**src/rtl/tsec_pkg.sv**
```systemverilog
// shared types and constants for the triangle setup edge corners unit
package tsec_pkg;

	localparam int EDGE_W   = 13;
	localparam int BOX_W    = 12;
	localparam int INV_W    = 32;
	localparam int IDX_W    = 2;
	localparam int CORNER_W = 2;
	localparam int STATUS_W = 2;

	// quotient bits resolved per divider stage
	localparam int DIV_STEPS_PER_STAGE = 4;

	localparam logic [STATUS_W-1:0] STATUS_FRONT = 2'd0;
	localparam logic [STATUS_W-1:0] STATUS_BACK  = 2'd1;
	localparam logic [STATUS_W-1:0] STATUS_DEGEN = 2'd2;

	localparam logic [CORNER_W-1:0] CORNER_0 = 2'd0;
	localparam logic [CORNER_W-1:0] CORNER_1 = 2'd1;
	localparam logic [CORNER_W-1:0] CORNER_2 = 2'd2;
	localparam logic [CORNER_W-1:0] CORNER_3 = 2'd3;

	localparam logic [IDX_W-1:0] EDGE_FIRST = 2'd0;
	localparam logic [IDX_W-1:0] EDGE_LAST  = 2'd2;

	typedef struct packed {
		logic signed [EDGE_W-1:0] b;
		logic signed [EDGE_W-1:0] c;
		logic [CORNER_W-1:0]      rej;
		logic [CORNER_W-1:0]      acc;
	} edge_info_t;

	typedef struct packed {
		edge_info_t [2:0]        edges;
		logic [STATUS_W-1:0]     status;
		logic signed [BOX_W-1:0] min_x;
		logic signed [BOX_W-1:0] max_x;
		logic signed [BOX_W-1:0] min_y;
		logic signed [BOX_W-1:0] max_y;
	} tri_info_t;

	localparam int M_TDATA_W = IDX_W + 2 * EDGE_W + 2 * CORNER_W + INV_W + 4 * BOX_W;

endpackage

```
**src/rtl/tsec_delta.sv**
```systemverilog
// edge deltas and bounding box, truncated toward zero (stages 1 and 2)
module tsec_delta #(
	parameter int CW = 16,
	parameter int FB = 4
) (
	input  logic                              clk,
	input  logic                              arst_n,
	input  logic                              adv,
	input  logic                              in_valid,
	input  logic signed [CW-1:0]              x [3],
	input  logic signed [CW-1:0]              y [3],
	output logic                              out_valid,
	output logic signed [CW-FB:0]             b [3],
	output logic signed [CW-FB:0]             c [3],
	output logic signed [tsec_pkg::BOX_W-1:0] min_x,
	output logic signed [tsec_pkg::BOX_W-1:0] max_x,
	output logic signed [tsec_pkg::BOX_W-1:0] min_y,
	output logic signed [tsec_pkg::BOX_W-1:0] max_y
);
	import tsec_pkg::*;

	localparam int BW = CW + 1 - FB;
	localparam logic signed [CW:0]   DBIAS = (CW + 1)'(2 ** FB - 1);
	localparam logic signed [CW-1:0] CBIAS = CW'(2 ** FB - 1);
	localparam logic signed [CW:0]   DZERO = '0;
	localparam logic signed [CW-1:0] CZERO = '0;

	logic                 v_s1;
	logic signed [CW:0]   dx_s1 [3];
	logic signed [CW:0]   dy_s1 [3];
	logic signed [CW-1:0] lo_x_s1, hi_x_s1, lo_y_s1, hi_y_s1;

	logic signed [CW:0]   dx_d [3];
	logic signed [CW:0]   dy_d [3];
	logic signed [CW-1:0] mx_lo, mx_hi, my_lo, my_hi;
	logic signed [CW-1:0] lo_x_d, hi_x_d, lo_y_d, hi_y_d;

	logic                 v_s2;
	logic signed [BW-1:0] b_s2 [3];
	logic signed [BW-1:0] c_s2 [3];
	logic signed [BOX_W-1:0] min_x_s2, max_x_s2, min_y_s2, max_y_s2;

	logic signed [BW-1:0]    b_d [3];
	logic signed [BW-1:0]    c_d [3];
	logic signed [BOX_W-1:0] min_x_d, max_x_d, min_y_d, max_y_d;

	// stage 1: raw deltas per edge and box extremes
	always_comb begin
		dx_d[0] = (CW + 1)'(x[1]) - (CW + 1)'(x[0]);
		dx_d[1] = (CW + 1)'(x[2]) - (CW + 1)'(x[1]);
		dx_d[2] = (CW + 1)'(x[0]) - (CW + 1)'(x[2]);
		dy_d[0] = (CW + 1)'(y[1]) - (CW + 1)'(y[0]);
		dy_d[1] = (CW + 1)'(y[2]) - (CW + 1)'(y[1]);
		dy_d[2] = (CW + 1)'(y[0]) - (CW + 1)'(y[2]);
		mx_lo  = (x[0] < x[1]) ? x[0] : x[1];
		mx_hi  = (x[0] > x[1]) ? x[0] : x[1];
		my_lo  = (y[0] < y[1]) ? y[0] : y[1];
		my_hi  = (y[0] > y[1]) ? y[0] : y[1];
		lo_x_d = (mx_lo < x[2]) ? mx_lo : x[2];
		hi_x_d = (mx_hi > x[2]) ? mx_hi : x[2];
		lo_y_d = (my_lo < y[2]) ? my_lo : y[2];
		hi_y_d = (my_hi > y[2]) ? my_hi : y[2];
	end

	always_ff @(posedge clk or negedge arst_n) begin
		if (!arst_n) begin
			v_s1 <= 1'b0;
		end else if (adv) begin
			v_s1 <= in_valid;
		end
	end

	always_ff @(posedge clk) begin
		if (adv) begin
			dx_s1   <= dx_d;
			dy_s1   <= dy_d;
			lo_x_s1 <= lo_x_d;
			hi_x_s1 <= hi_x_d;
			lo_y_s1 <= lo_y_d;
			hi_y_s1 <= hi_y_d;
		end
	end

	// stage 2: drop fraction bits, rounding toward zero
	always_comb begin
		for (int k = 0; k < 3; k++) begin
			b_d[k] = BW'((dy_s1[k] + (dy_s1[k][CW] ? DBIAS : DZERO)) >>> FB);
			c_d[k] = BW'((dx_s1[k] + (dx_s1[k][CW] ? DBIAS : DZERO)) >>> FB);
		end
		min_x_d = BOX_W'((lo_x_s1 + (lo_x_s1[CW-1] ? CBIAS : CZERO)) >>> FB);
		max_x_d = BOX_W'((hi_x_s1 + (hi_x_s1[CW-1] ? CBIAS : CZERO)) >>> FB);
		min_y_d = BOX_W'((lo_y_s1 + (lo_y_s1[CW-1] ? CBIAS : CZERO)) >>> FB);
		max_y_d = BOX_W'((hi_y_s1 + (hi_y_s1[CW-1] ? CBIAS : CZERO)) >>> FB);
	end

	always_ff @(posedge clk or negedge arst_n) begin
		if (!arst_n) begin
			v_s2 <= 1'b0;
		end else if (adv) begin
			v_s2 <= v_s1;
		end
	end

	always_ff @(posedge clk) begin
		if (adv) begin
			b_s2     <= b_d;
			c_s2     <= c_d;
			min_x_s2 <= min_x_d;
			max_x_s2 <= max_x_d;
			min_y_s2 <= min_y_d;
			max_y_s2 <= max_y_d;
		end
	end

	assign out_valid = v_s2;
	assign b         = b_s2;
	assign c         = c_s2;
	assign min_x     = min_x_s2;
	assign max_x     = max_x_s2;
	assign min_y     = min_y_s2;
	assign max_y     = max_y_s2;

endmodule

```
**config.mk**
```make
export PLATFORM = sky130hd
export DESIGN_NAME = tsec_delta
export DESIGN_NICKNAME = d
export VERILOG_FILES = /design/src/rtl/tsec_pkg.sv /design/src/rtl/tsec_delta.sv
export SDC_FILE = /design/constraint.sdc
export NUM_CORES = 1
export LEC_CHECK = 0
export ABC_AREA = 1
export ABC_CLOCK_PERIOD_IN_PS = 3800
export BUFFER_PORTS_ARGS = -buffer_cell sky130_fd_sc_hd__buf_2
export CORE_ASPECT_RATIO = 2
export CORE_MARGIN = 10
export CORE_UTILIZATION = 59
export DETAILED_ROUTE_END_ITERATION = 10
export MAX_ROUTING_LAYER = met4
export PLACE_DENSITY = 0.81
export SKIP_LAST_GASP = 1
export SLEW_MARGIN = 15
export SYNTH_ARGS = -nofsm -noshare
export SYNTH_HDL_FRONTEND = slang
export SYNTH_SLANG_ARGS = --single-unit
```
**constraint.sdc**
```tcl
create_clock -name clk -period 3.8 [get_ports clk]
set_input_delay 0.38 -clock clk [delete_from_list [all_inputs] [get_ports clk]]
set_output_delay 0.38 -clock clk [all_outputs]
set_load 0.05 [all_outputs]
```
Word level (Yosys, flattened, before mapping):

Cells that the tools add are included.

* word-level logic and storage cells: 64
* register bits: 294
* output and inout bits: 127

* add/sub/neg operators: 16
* magnitude comparators: 8
* mux-type cells: 18

Operators with widths (number)
* 16-bit 2-to-1 mux: 8
* 17-bit by 5-bit adder with 17-bit output: 6
* 16-bit by 16-bit subtractor with 17-bit output: 6
* 16-bit by 5-bit adder with 16-bit output: 4
* 16-bit > comparator: 4
* 16-bit < comparator: 4
* 4-bit 2-to-1 mux: 10

Depth between registers and ports, before layout:

Gate-level depths: netlist (run 1).

* word-level depth: 4
* mapped depth: 31
* gate-level depth less buffers: 28

Worst setup path before layout (run 1):

No wires, ideal clock.

* path kind: input -> register
* start: in x[16] (netlist bit)
* end: reg lo_x_s1[10] (data pin)
* setup time: 253 ps
* data arrival time: 4017 ps
* path buffers: 3
* path slack: -470 ps
* data required time: 3547 ps
* cell stages on the path: 27
* cell sequence: inv_1 -> ha_1 -> fa_1 -> inv_1 -> nand3_1 -> nand2_1 -> nand2_1 -> nand2_1 -> nand2_1 -> nand2_2 -> nand2_1 -> nand2_2 -> nand3_1 -> nand3_1 -> clkbuf_1 -> clkbuf_1 -> o21ai_0 -> ha_1 -> a21oi_1 -> o21ai_0 -> nand3_1 -> a21oi_1 -> a211oi_1 -> nand3_2 -> clkbuf_4 -> nand3_1 -> nand2_1

* longest elaborated chain between the ends: 4

RTL lines
* start, declared: RTL line tsec_delta.sv:10 `input logic signed [CW-1:0] x [3],`
* 16-bit < comparator: RTL line tsec_delta.sv:55 `mx_lo = (x[0] < x[1]) ? x[0] : x[1];`
* 16-bit 2-to-1 mux (*): RTL line tsec_delta.sv:55
* 16-bit < comparator: RTL line tsec_delta.sv:59 `lo_x_d = (mx_lo < x[2]) ? mx_lo : x[2];`
* 16-bit 2-to-1 mux (*): RTL line tsec_delta.sv:59
* net lo_x_d[10]: RTL line tsec_delta.sv:36 `logic signed [CW-1:0] lo_x_d, hi_x_d, lo_y_d, hi_y_d;`
* end signal, assigned: RTL line tsec_delta.sv:77 `lo_x_s1 <= lo_x_d;`
* end, declared: RTL line tsec_delta.sv:31 `logic signed [CW-1:0] lo_x_s1, hi_x_s1, lo_y_s1, hi_y_s1;`

The timed path passes the listed nets; every way through them passes the cells marked *.
A chain may end at the register's enable or synchronous reset.

Final worst setup path (run 1):

* start: in x[46] (netlist bit)
* end: reg hi_x_s1[14] (data pin)

* longest elaborated chain between the ends: 4

RTL lines
* 16-bit > comparator: RTL line tsec_delta.sv:56 `mx_hi = (x[0] > x[1]) ? x[0] : x[1];`
* 16-bit 2-to-1 mux (*): RTL line tsec_delta.sv:56
* 16-bit > comparator: RTL line tsec_delta.sv:60 `hi_x_d = (mx_hi > x[2]) ? mx_hi : x[2];`
* 16-bit 2-to-1 mux (*): RTL line tsec_delta.sv:60
* net hi_x_d[14]: RTL line tsec_delta.sv:36
* end signal, assigned: RTL line tsec_delta.sv:78 `hi_x_s1 <= hi_x_d;`
* end, declared: RTL line tsec_delta.sv:31

Marked as above.

==> out/results.ini, run 1 <==
[status]
status = completed

[critical_path]
cp.required_ns = 4.08
worstPathArrival_ns = 4.02
crit_slowest_cell = ha_4
crit_top_cell = nand2_1
critical_path.max_stage_delay_ns = 0.31
crit_type = input pin to register
worst-path-buf-inv = 7
worst_setup_path_end_kind = register
r2r_cells = 21
start_kind = input pin
cp_max_fo = 7
cp_top_family = buffers and inverters
cp.depth = 28

[global_route]
grt.total_usage = 0.3074
grt_antenna_before_repair = 1
grt_pass1_wl_um = 90220
grt_pass1_vias = 16648
grt_max_degree = 86
grt-ovfl-total = 0

[cells_and_area]
drive_gt1_frac = 0.2740
areaGrowthSynthToFinish_pct = 29.03
regArea_sq_um = 8818
nFillCells = 2166
fin_nets = 2729
final_core_util = 0.7714
multiInputGateArea_sq_um = 9240
final_cells = 2864

[die]
rows = 91
die_h_um = 270.1
core_sq_um = 30860
start_util = 0.5978
fp.dieArea_sq_um = 39170
die_w_um = 145.0
pin_count = 227

[synth]
syn_nets = 2229
synthArstFlopShare = 0.006803
ys.flop_type = edfxtp_1
yosys.area.top_type = edfxtp_1
synthTopCellsByCount = nand2_1 (340), edfxtp_1 (292), inv_1 (256), ha_1 (190), a21oi_1 (157)
synth_area_leaders = edfxtp_1 (48%), ha_1 (13%), nand2_1 (6.9%)
synth.most_common_cell = nand2_1
syn_area_sq_um = 18450
post_synth_num_cell_types = 46
synth_edf_count = 292
netlist_instances = 1933
yosysSeqAreaShare = 0.4781
synth_top_area_frac = 0.4753
synth-seq-cells = 294
yosysWarningCount = 0
syn_avg_cell_area_sq_um = 9.543

[clock_network]
clock_sinks = 294
clk_pin_slew_ns = 0.06
insertion_delay_ns = 0.54
cts_buffer_depth = 3
cts_buffers = 25
h-tree-depth = 1
cts_tree = yes
root_buffer = clkbuf_16

[routing]
drt-total-wl_um = 61150
ant_nets = 0
wl_per_cell_um = 21.35
vias = 16000
drt-pass1-iter-count = 5
drtIter0Drc = 981
viasPerCell = 5.587
drc_errors = 0

[sta]
finalCritPeriodShare = 0.9844
fin_skew_ns = 0.01009
maxSlewViolCount = 0
max_freq_mhz = 267.3
min_period_ns = 3.741
hold_viol = 0
rsz0062_at_grt = true
worst_pin_slew_ns = 0.6425
max_slew_margin = 0.5717
setup_violations = 0
fin_tns_setup_ns = 0

[power_and_ir_drop]
leakagePower_nw = 11.18
finalPower_mw = 12.23
vdd_ir_drop_max_v = 0.0004968
p_per_area_nw_per_um2 = 513.7

[placed_design]
dp_hpwl_um = 48640
io_buffers = 226
routabilityCongestion = 1.159
placed_cells = 2799

[flow_run]
cap_violations = 0

[hold_path]
worstHoldPathType = input pin to register
whs_path_depth = 3

placed cells by master (no fill, tap or decap), types with 53 or more instances in the layout:
cell and n:
a21oi_1 148, o21ai_0 73, xnor2_1 53, ha_1 175, edfxtp_1 292, nand3_1 99
xor2_1 101, inv_1 240, nor2_1 145, buf_2 222, nand2_1 318, buf_4 249
flip-flops by register name (all words and copies together) (netlist names), 16 cells and up:
register  cells
lo_y_s1      16
c            39
lo_x_s1      16
b            39
dy_s1        51
dx_s1        51
hi_y_s1      16
hi_x_s1      16
power by group:
| part | internal, mW | switching, mW |
|---|---|---|
| Clock | 1.40 | 1.11 |
| Sequential | 4.44 | 0.339 |
| Combinational | 1.84 | 3.10 |
worst paths after layout:
path                            from          end  slack [ns]
max                            x[46]  hi_x_s1[14]        0.06
min in group asynchronous     arst_n         v_s1        0.17
min reg2reg                out_valid    out_valid        0.53
min                         in_valid         v_s1        0.06
max reg2reg                dx_s1[50]        c[38]        0.51
max in group asynchronous     arst_n    out_valid        3.53
layout make-up:
| class | instances | share of cell area |
|---|---|---|
| multi-input combinational | 1359 | 0.3882 |
| clock buffer | 29 | 0.02691 |
| timing repair buffer | 497 | 0.1456 |
| sequential | 294 | 0.3705 |
| inverter | 256 | 0.04153 |
| antenna | 1 | 0.0001051 |
| tap | 418 | 0.02197 |
| clock inverter | 10 | 0.005204 |
tightest hold or removal path: stages:
cell and delay [ns]:
buf_2 0.09, nand2_1 0.04, o21ai_0 0.05
per-layer routing:
metal,GRT usage,share of wire,wire length [um]
met1,0.2597,0.31,18840
met2,0.5704,0.54,32900
met3,0.03858,0.048,2935
met4,0.2746,0.11,6479
met5,-,0,0
per-stage QoR:
stage / instance area [sq um] / setup slack, ns / hold WS (ns)
finish: 23800 / 0.05937 / 0.05827
global route: 23800 / -0.09155 / 0.05466
CTS: 23080 / 0.001390 / 0.04203
detailed placement: 22090 / -0.8232 / 0.1718
global placement: 22090 / -0.7288 / 0.1640
floorplan: 18590 / -0.02236 / 0.08441
timing repair:
item | CTS | global route
buffers inserted | 3 | 13
hold endpoints to repair | 2 | 0
endpoints found under the setup margin | 32 | 64
gates resized for setup | 36 | 150
cloned | 3 | 5
pin swaps | 11 | 48
hold buffers | 1 | 0
logic make-up (layout without fill, tap and decap cells):
group | after synthesis | count (layout) | synth area share
buf+inv | 283 | 792 | 0.05942
other cells | 0 | 1 | 0
flops | 294 | 294 | 0.4781
simple gates | 666 | 669 | 0.1544
compound gates | 339 | 339 | 0.09903
fa+ha+maj | 196 | 196 | 0.1354
mux | 1 | 1 | 0.0005427
xor+xnor | 154 | 154 | 0.07312
Note: power is estimated with default switching activity, not from simulation.
==> inputs of run 2 (changes only) <==
--- a/config.mk
+++ b/config.mk
@@ -10,10 +10,11 @@
 export BUFFER_PORTS_ARGS = -buffer_cell sky130_fd_sc_hd__buf_2
 export CORE_ASPECT_RATIO = 2
 export CORE_MARGIN = 10
-export CORE_UTILIZATION = 59
+export CORE_UTILIZATION = 61
+export CTS_BUF_LIST = sky130_fd_sc_hd__clkbuf_8
 export DETAILED_ROUTE_END_ITERATION = 10
 export MAX_ROUTING_LAYER = met4
-export PLACE_DENSITY = 0.81
+export PLACE_DENSITY = 0.94
 export SKIP_LAST_GASP = 1
 export SLEW_MARGIN = 15
 export SYNTH_ARGS = -nofsm -noshare
==> out/results.ini, run 2 (same netlist as run 1, synthesis figures left out) <==
[clock_network]
h-tree-depth = 2
cts_tree = yes
clock_sinks = 294
insertion_delay_ns = 0.57
cts_buffers = 41
clk_pin_slew_ns = 0.06
cts_buffer_depth = 3
root_buffer = clkbuf_8

[cells_and_area]
fin_nets = 2755
areaGrowthSynthToFinish_pct = 29.57
drive_gt1_frac = 0.2848
nFillCells = 1939
final_cell_mix = nand2_1 (314), edfxtp_1 (292), buf_4 (259)
regArea_sq_um = 8818
final_cell_area_sq_um = 23900
largestRegisters = dx_s1 (51), dy_s1 (51)
final_core_util = 0.7949
multiInputGateArea_sq_um = 9274
final_common_cell = nand2_1

[critical_path]
critical_path.max_stage_delay_ns = 0.33
cp.depth = 29
r2r_end = b[37]
worst_setup_path_end_kind = register
critPathLaunch = x[36]
crit_slowest_cell = ha_4
crit_top_cell = nand2_2
rrSetupSlack_ns = 0.41
cp_top_family = simple AND/OR/NAND/NOR gates
crit_type = input pin to register
rr_startpoint = dy_s1[50]
cp_max_fo = 7
cp.required_ns = 4.09
r2r_cells = 17
worst-path-buf-inv = 6
worstPathArrival_ns = 4.12
crit_end = hi_x_s1[11]
start_kind = input pin

[sta]
maxSlewViolCount = 0
setup_violations = 20
fin_tns_setup_ns = -0.2672
max_slew_margin = 0.4021
rsz0062_at_grt = true
setup_slack_ns = -0.02322
finalCritPeriodShare = 1.006
min_period_ns = 3.823
hold_viol = 0
max_freq_mhz = 261.6
fin_skew_ns = 0.02581
worst_pin_slew_ns = 0.8969

[status]
status = finished with violations
failed_checks = setup timing

[die]
pin_count = 227
rows = 90
die_h_um = 265.9
start_util = 0.6135
fp.dieArea_sq_um = 38020
die_w_um = 143.0
core_sq_um = 30070

[routing]
wl_met1_um = 19120
drc_errors = 0
viasPerCell = 5.859
top_layer_used = met4
drtIter0Drc = 1261
drt-total-wl_um = 65630
vias = 16744
wl_met2_um = 34930
ant_nets = 0
met3_length_um = 4240
drt-pass1-iter-count = 6
wl_per_cell_um = 22.96

[global_route]
grt_max_degree = 116
grt_antenna_before_repair = 4
grt_pass1_wl_um = 93190
grt.total_usage = 0.3381
grt-ovfl-total = 0
grt_pass1_vias = 16871

[placed_design]
routabilityCongestion = 1.108
io_buffers = 226
postPlaceCellArea_sq_um = 22070
dp_hpwl_um = 50550

[hold_path]
worstHoldPathType = input pin to register

[flow_run]
cap_violations = 0

[power_and_ir_drop]
p_per_area_nw_per_um2 = 518.1
leakagePower_nw = 11.30
vdd_ir_drop_max_v = 0.0004122

-- run 2: area by class of cell --
cell class	count	area share
clock inverter	28	0.008533
multi-input combinational	1359	0.3880
tap	368	0.01927
timing repair buffer	507	0.1488
sequential	294	0.3690
clock buffer	42	0.02419
antenna	4	0.0004188
inverter	256	0.04183
-- run 2: worst min path at each step --
stage | start | to | cells past startpoint
after floorplan | arst_n | out_valid | 0
after global placement | arst_n | out_valid | 1
after detailed placement | arst_n | out_valid | 1
after CTS | in_valid | v_s1 | 3
after global routing | in_valid | v_s1 | 3
final | in_valid | v_s1 | 3
-- run 2: report_power, final --
| group | leakage [nW] | switching (mW) | total (mW) | internal, mW |
|---|---|---|---|---|
| sequential | 2.88 | 0.340 | 4.78 | 4.44 |
| clock | 0.432 | 1.21 | 2.44 | 1.23 |
| combinational | 7.99 | 3.24 | 5.16 | 1.91 |
-- run 2: layer usage --
layer  GRT usage  vias up
li1            -     7715
met1      0.2798     7749
met2      0.6247      876
met3     0.05389      404
met4      0.2899        0
met5           -        -
-- run 2: per-stage QoR --
step	setup slack [ns]	hold WS, ns	cells	total power, mW
after CTS	0.006605	0.01346	2830	11.92
final	-0.02322	0.03875	2858	12.38
after floorplan	-0.02236	0.08441	1933	7.571
after global routing	-0.1687	0.03803	2858	12.94
after global placement	-0.7717	0.1638	2750	9.138
after detailed placement	-0.8192	0.1695	2750	9.328
-- run 2: what timing repair did --
action                     CTS  global route
pin swaps                    6            46
cloned                       3             8
hold endpoints to repair     2             0
setup buffers                6            16
hold buffers                 1             0
resized for setup           15           165
setup endpoints to repair   32            63
-- run 2: worst min-delay path, delay by kind of cell --
family	cells	cell delay, ns
compound gates	1	0.07
simple gates	1	0.03
buf+inv	1	0.08
==> inputs of run 3 (changes only) <==
--- a/config.mk
+++ b/config.mk
@@ -6,15 +6,17 @@
 export NUM_CORES = 1
 export LEC_CHECK = 0
 export ABC_AREA = 1
-export ABC_CLOCK_PERIOD_IN_PS = 3800
+export ABC_CLOCK_PERIOD_IN_PS = 3300
 export BUFFER_PORTS_ARGS = -buffer_cell sky130_fd_sc_hd__buf_2
 export CORE_ASPECT_RATIO = 2
 export CORE_MARGIN = 10
-export CORE_UTILIZATION = 61
+export CORE_UTILIZATION = 55
 export CTS_BUF_LIST = sky130_fd_sc_hd__clkbuf_8
 export DETAILED_ROUTE_END_ITERATION = 10
 export MAX_ROUTING_LAYER = met4
-export PLACE_DENSITY = 0.94
+export PLACE_DENSITY = 0.9
+export RECOVER_POWER = 25
+export REMOVE_ABC_BUFFERS = 1
 export SKIP_LAST_GASP = 1
 export SLEW_MARGIN = 15
 export SYNTH_ARGS = -nofsm -noshare
==> constraint.sdc (replaced) <==
create_clock -name clk -period 3.3 [get_ports clk]
set_input_delay 0.33 -clock clk [delete_from_list [all_inputs] [get_ports clk]]
set_output_delay 0.33 -clock clk [all_outputs]
set_load 0.05 [all_outputs]
==> out/results.ini, run 3 (same netlist as run 1, synthesis figures left out) <==
[cells_and_area]
fin_nets = 2866
final_cell_area_sq_um = 26020
final_common_cell = buf_4
areaGrowthSynthToFinish_pct = 41.03
largestRegisters = dx_s1 (51), dy_s1 (51)
regArea_sq_um = 8818
multiInputGateArea_sq_um = 10390
final_cells = 3036
drive_gt1_frac = 0.3844
final_cell_mix = buf_4 (340), edfxtp_1 (292), nand2_1 (256)
nFillCells = 2140
final_core_util = 0.7872

[clock_network]
cts_tree = yes
cts_buffer_depth = 3
h-tree-depth = 2
insertion_delay_ns = 0.59
clk_pin_slew_ns = 0.07
root_buffer = clkbuf_8
cts_buffers = 41
clock_sinks = 294

[routing]
viasPerCell = 5.758
drt-pass1-iter-count = 5
drtIter0Drc = 950
drt-total-wl_um = 70620
vias = 17480
ant_nets = 0
wl_per_cell_um = 23.26
drc_errors = 0

[critical_path]
worst_setup_path_end_kind = register
cp_max_fo = 7
r2r_cells = 17
rrSetupSlack_ns = 0.07
worstPathArrival_ns = 4.10
start_kind = input pin
crit_type = input pin to register
rr_startpoint = hi_y_s1[15]
cp.required_ns = 3.61
r2r_end = max_y[11]

[die]
fp.dieArea_sq_um = 41710
die_w_um = 149.5
start_util = 0.5582
pin_count = 227
rows = 94
core_sq_um = 33050
die_h_um = 279.0

[sta]
fin_skew_ns = 0.03146
maxSlewViolCount = 68
min_period_ns = 3.792
fin_tns_setup_ns = -13.54
finalCritPeriodShare = 1.149
rsz0062_at_grt = true
hold_slack_ns = 0.06983
setup_slack_ns = -0.4920
hold_viol = 0
max_slew_margin = -0.1446
max_freq_mhz = 263.7
worst_pin_slew_ns = 1.717
setup_violations = 45

[power_and_ir_drop]
p_per_area_nw_per_um2 = 580.1
leakagePower_nw = 12.07
finalPower_mw = 15.09
vdd_ir_drop_max_v = 0.0004437

[placed_design]
io_buffers = 226
dp_hpwl_um = 50360
routabilityCongestion = 1.056
placed_cells = 2822
postPlaceCellArea_sq_um = 22060
pre_cts_slack_ns = -1.343

[status]
status = finished with violations
failed_checks = capacitance limit, slew limit, setup timing

[global_route]
grt-ovfl-total = 0
grt_antenna_before_repair = 3
grt_pass1_vias = 17814
grt_max_degree = 92
grt.total_usage = 0.3284
grt_pass1_wl_um = 99860

[flow_run]
cap_violations = 1

[hold_path]
worstHoldPathType = input pin to async pin

[run 3: cell types whose count changed in the layout (fill, tap and decap cells not counted), sizes merged]
cell / delta
buf: +98
bufinv: +1
clkbuf: +8
clkinv: +3
clkinvlp: -1
diode: +1
dlygate4sd3: +1
nand2: +1
nand3: +2
[run 3: timing repair]
action,CTS,global route
setup buffers,90,44
pin swaps,92,96
resized for setup,295,251
setup endpoints to repair,64,88
endpoints found under the hold margin,3,0
cloned,12,3
hold buffers,2,0
[run 3: where the power goes]
group / leakage (nW) / switching [mW] / internal (mW)
clock: 0.441 / 1.44 / 1.48
sequential: 2.88 / 0.387 / 5.12
combinational: 8.75 / 4.13 / 2.54
[run 3: worst max-delay path, stage by stage]
cell and delay, ns:
buf_8 0.09, clkinvlp_4 0.17, ha_4 0.37, nand2_4 0.06, buf_6 0.12, nor4_4 0.38
nand2_4 0.15, buf_6 0.15, nand3_4 0.07, nand3_4 0.21, nand2_8 0.19, o21ai_4 0.10
ha_4 0.28, inv_2 0.03, nor2_2 0.09, nor2_1 0.05, o21a_1 0.16, o211ai_1 0.17
nand2_1 0.10, o2111ai_2 0.09, xor2_1 0.23, a21oi_2 0.06, buf_4 0.15, clkbuf_16 0.16
nand2_2 0.05, o21ai_1 0.05
[run 3: how the worst max path moves through the flow]
stage,startpoint,endpoint,slack [ns]
6_report,x[44],hi_x_s1[7],-0.49
3_5_place_dp,x[16],hi_x_s1[8],-1.34
2_1_floorplan,x[16],hi_x_s1[0],-1.26
3_3_place_gp,x[16],hi_x_s1[7],-1.22
5_1_grt,x[44],hi_x_s1[8],-0.55
4_1_cts,x[45],hi_x_s1[9],-0.25
[run 3: routing by layer]
metal | vias to the layer above | GRT usage | wire length [um]
met3 | 465 | 0.05833 | 4616
met4 | 0 | 0.3182 | 8402
met5 | - | - | 0
met2 | 941 | 0.5828 | 36910
li1 | 7932 | - | -
met1 | 8142 | 0.2741 | 20690
[run 3: cell type report]
cell class,count,share of cell area
repair buffers,615,0.1707
inverters,256,0.03852
clock inverters,31,0.009282
well taps,432,0.02078
clock buffers,41,0.02169
flip-flops and latches,294,0.3390
diodes,5,0.0004810
multi-input cells,1362,0.3995
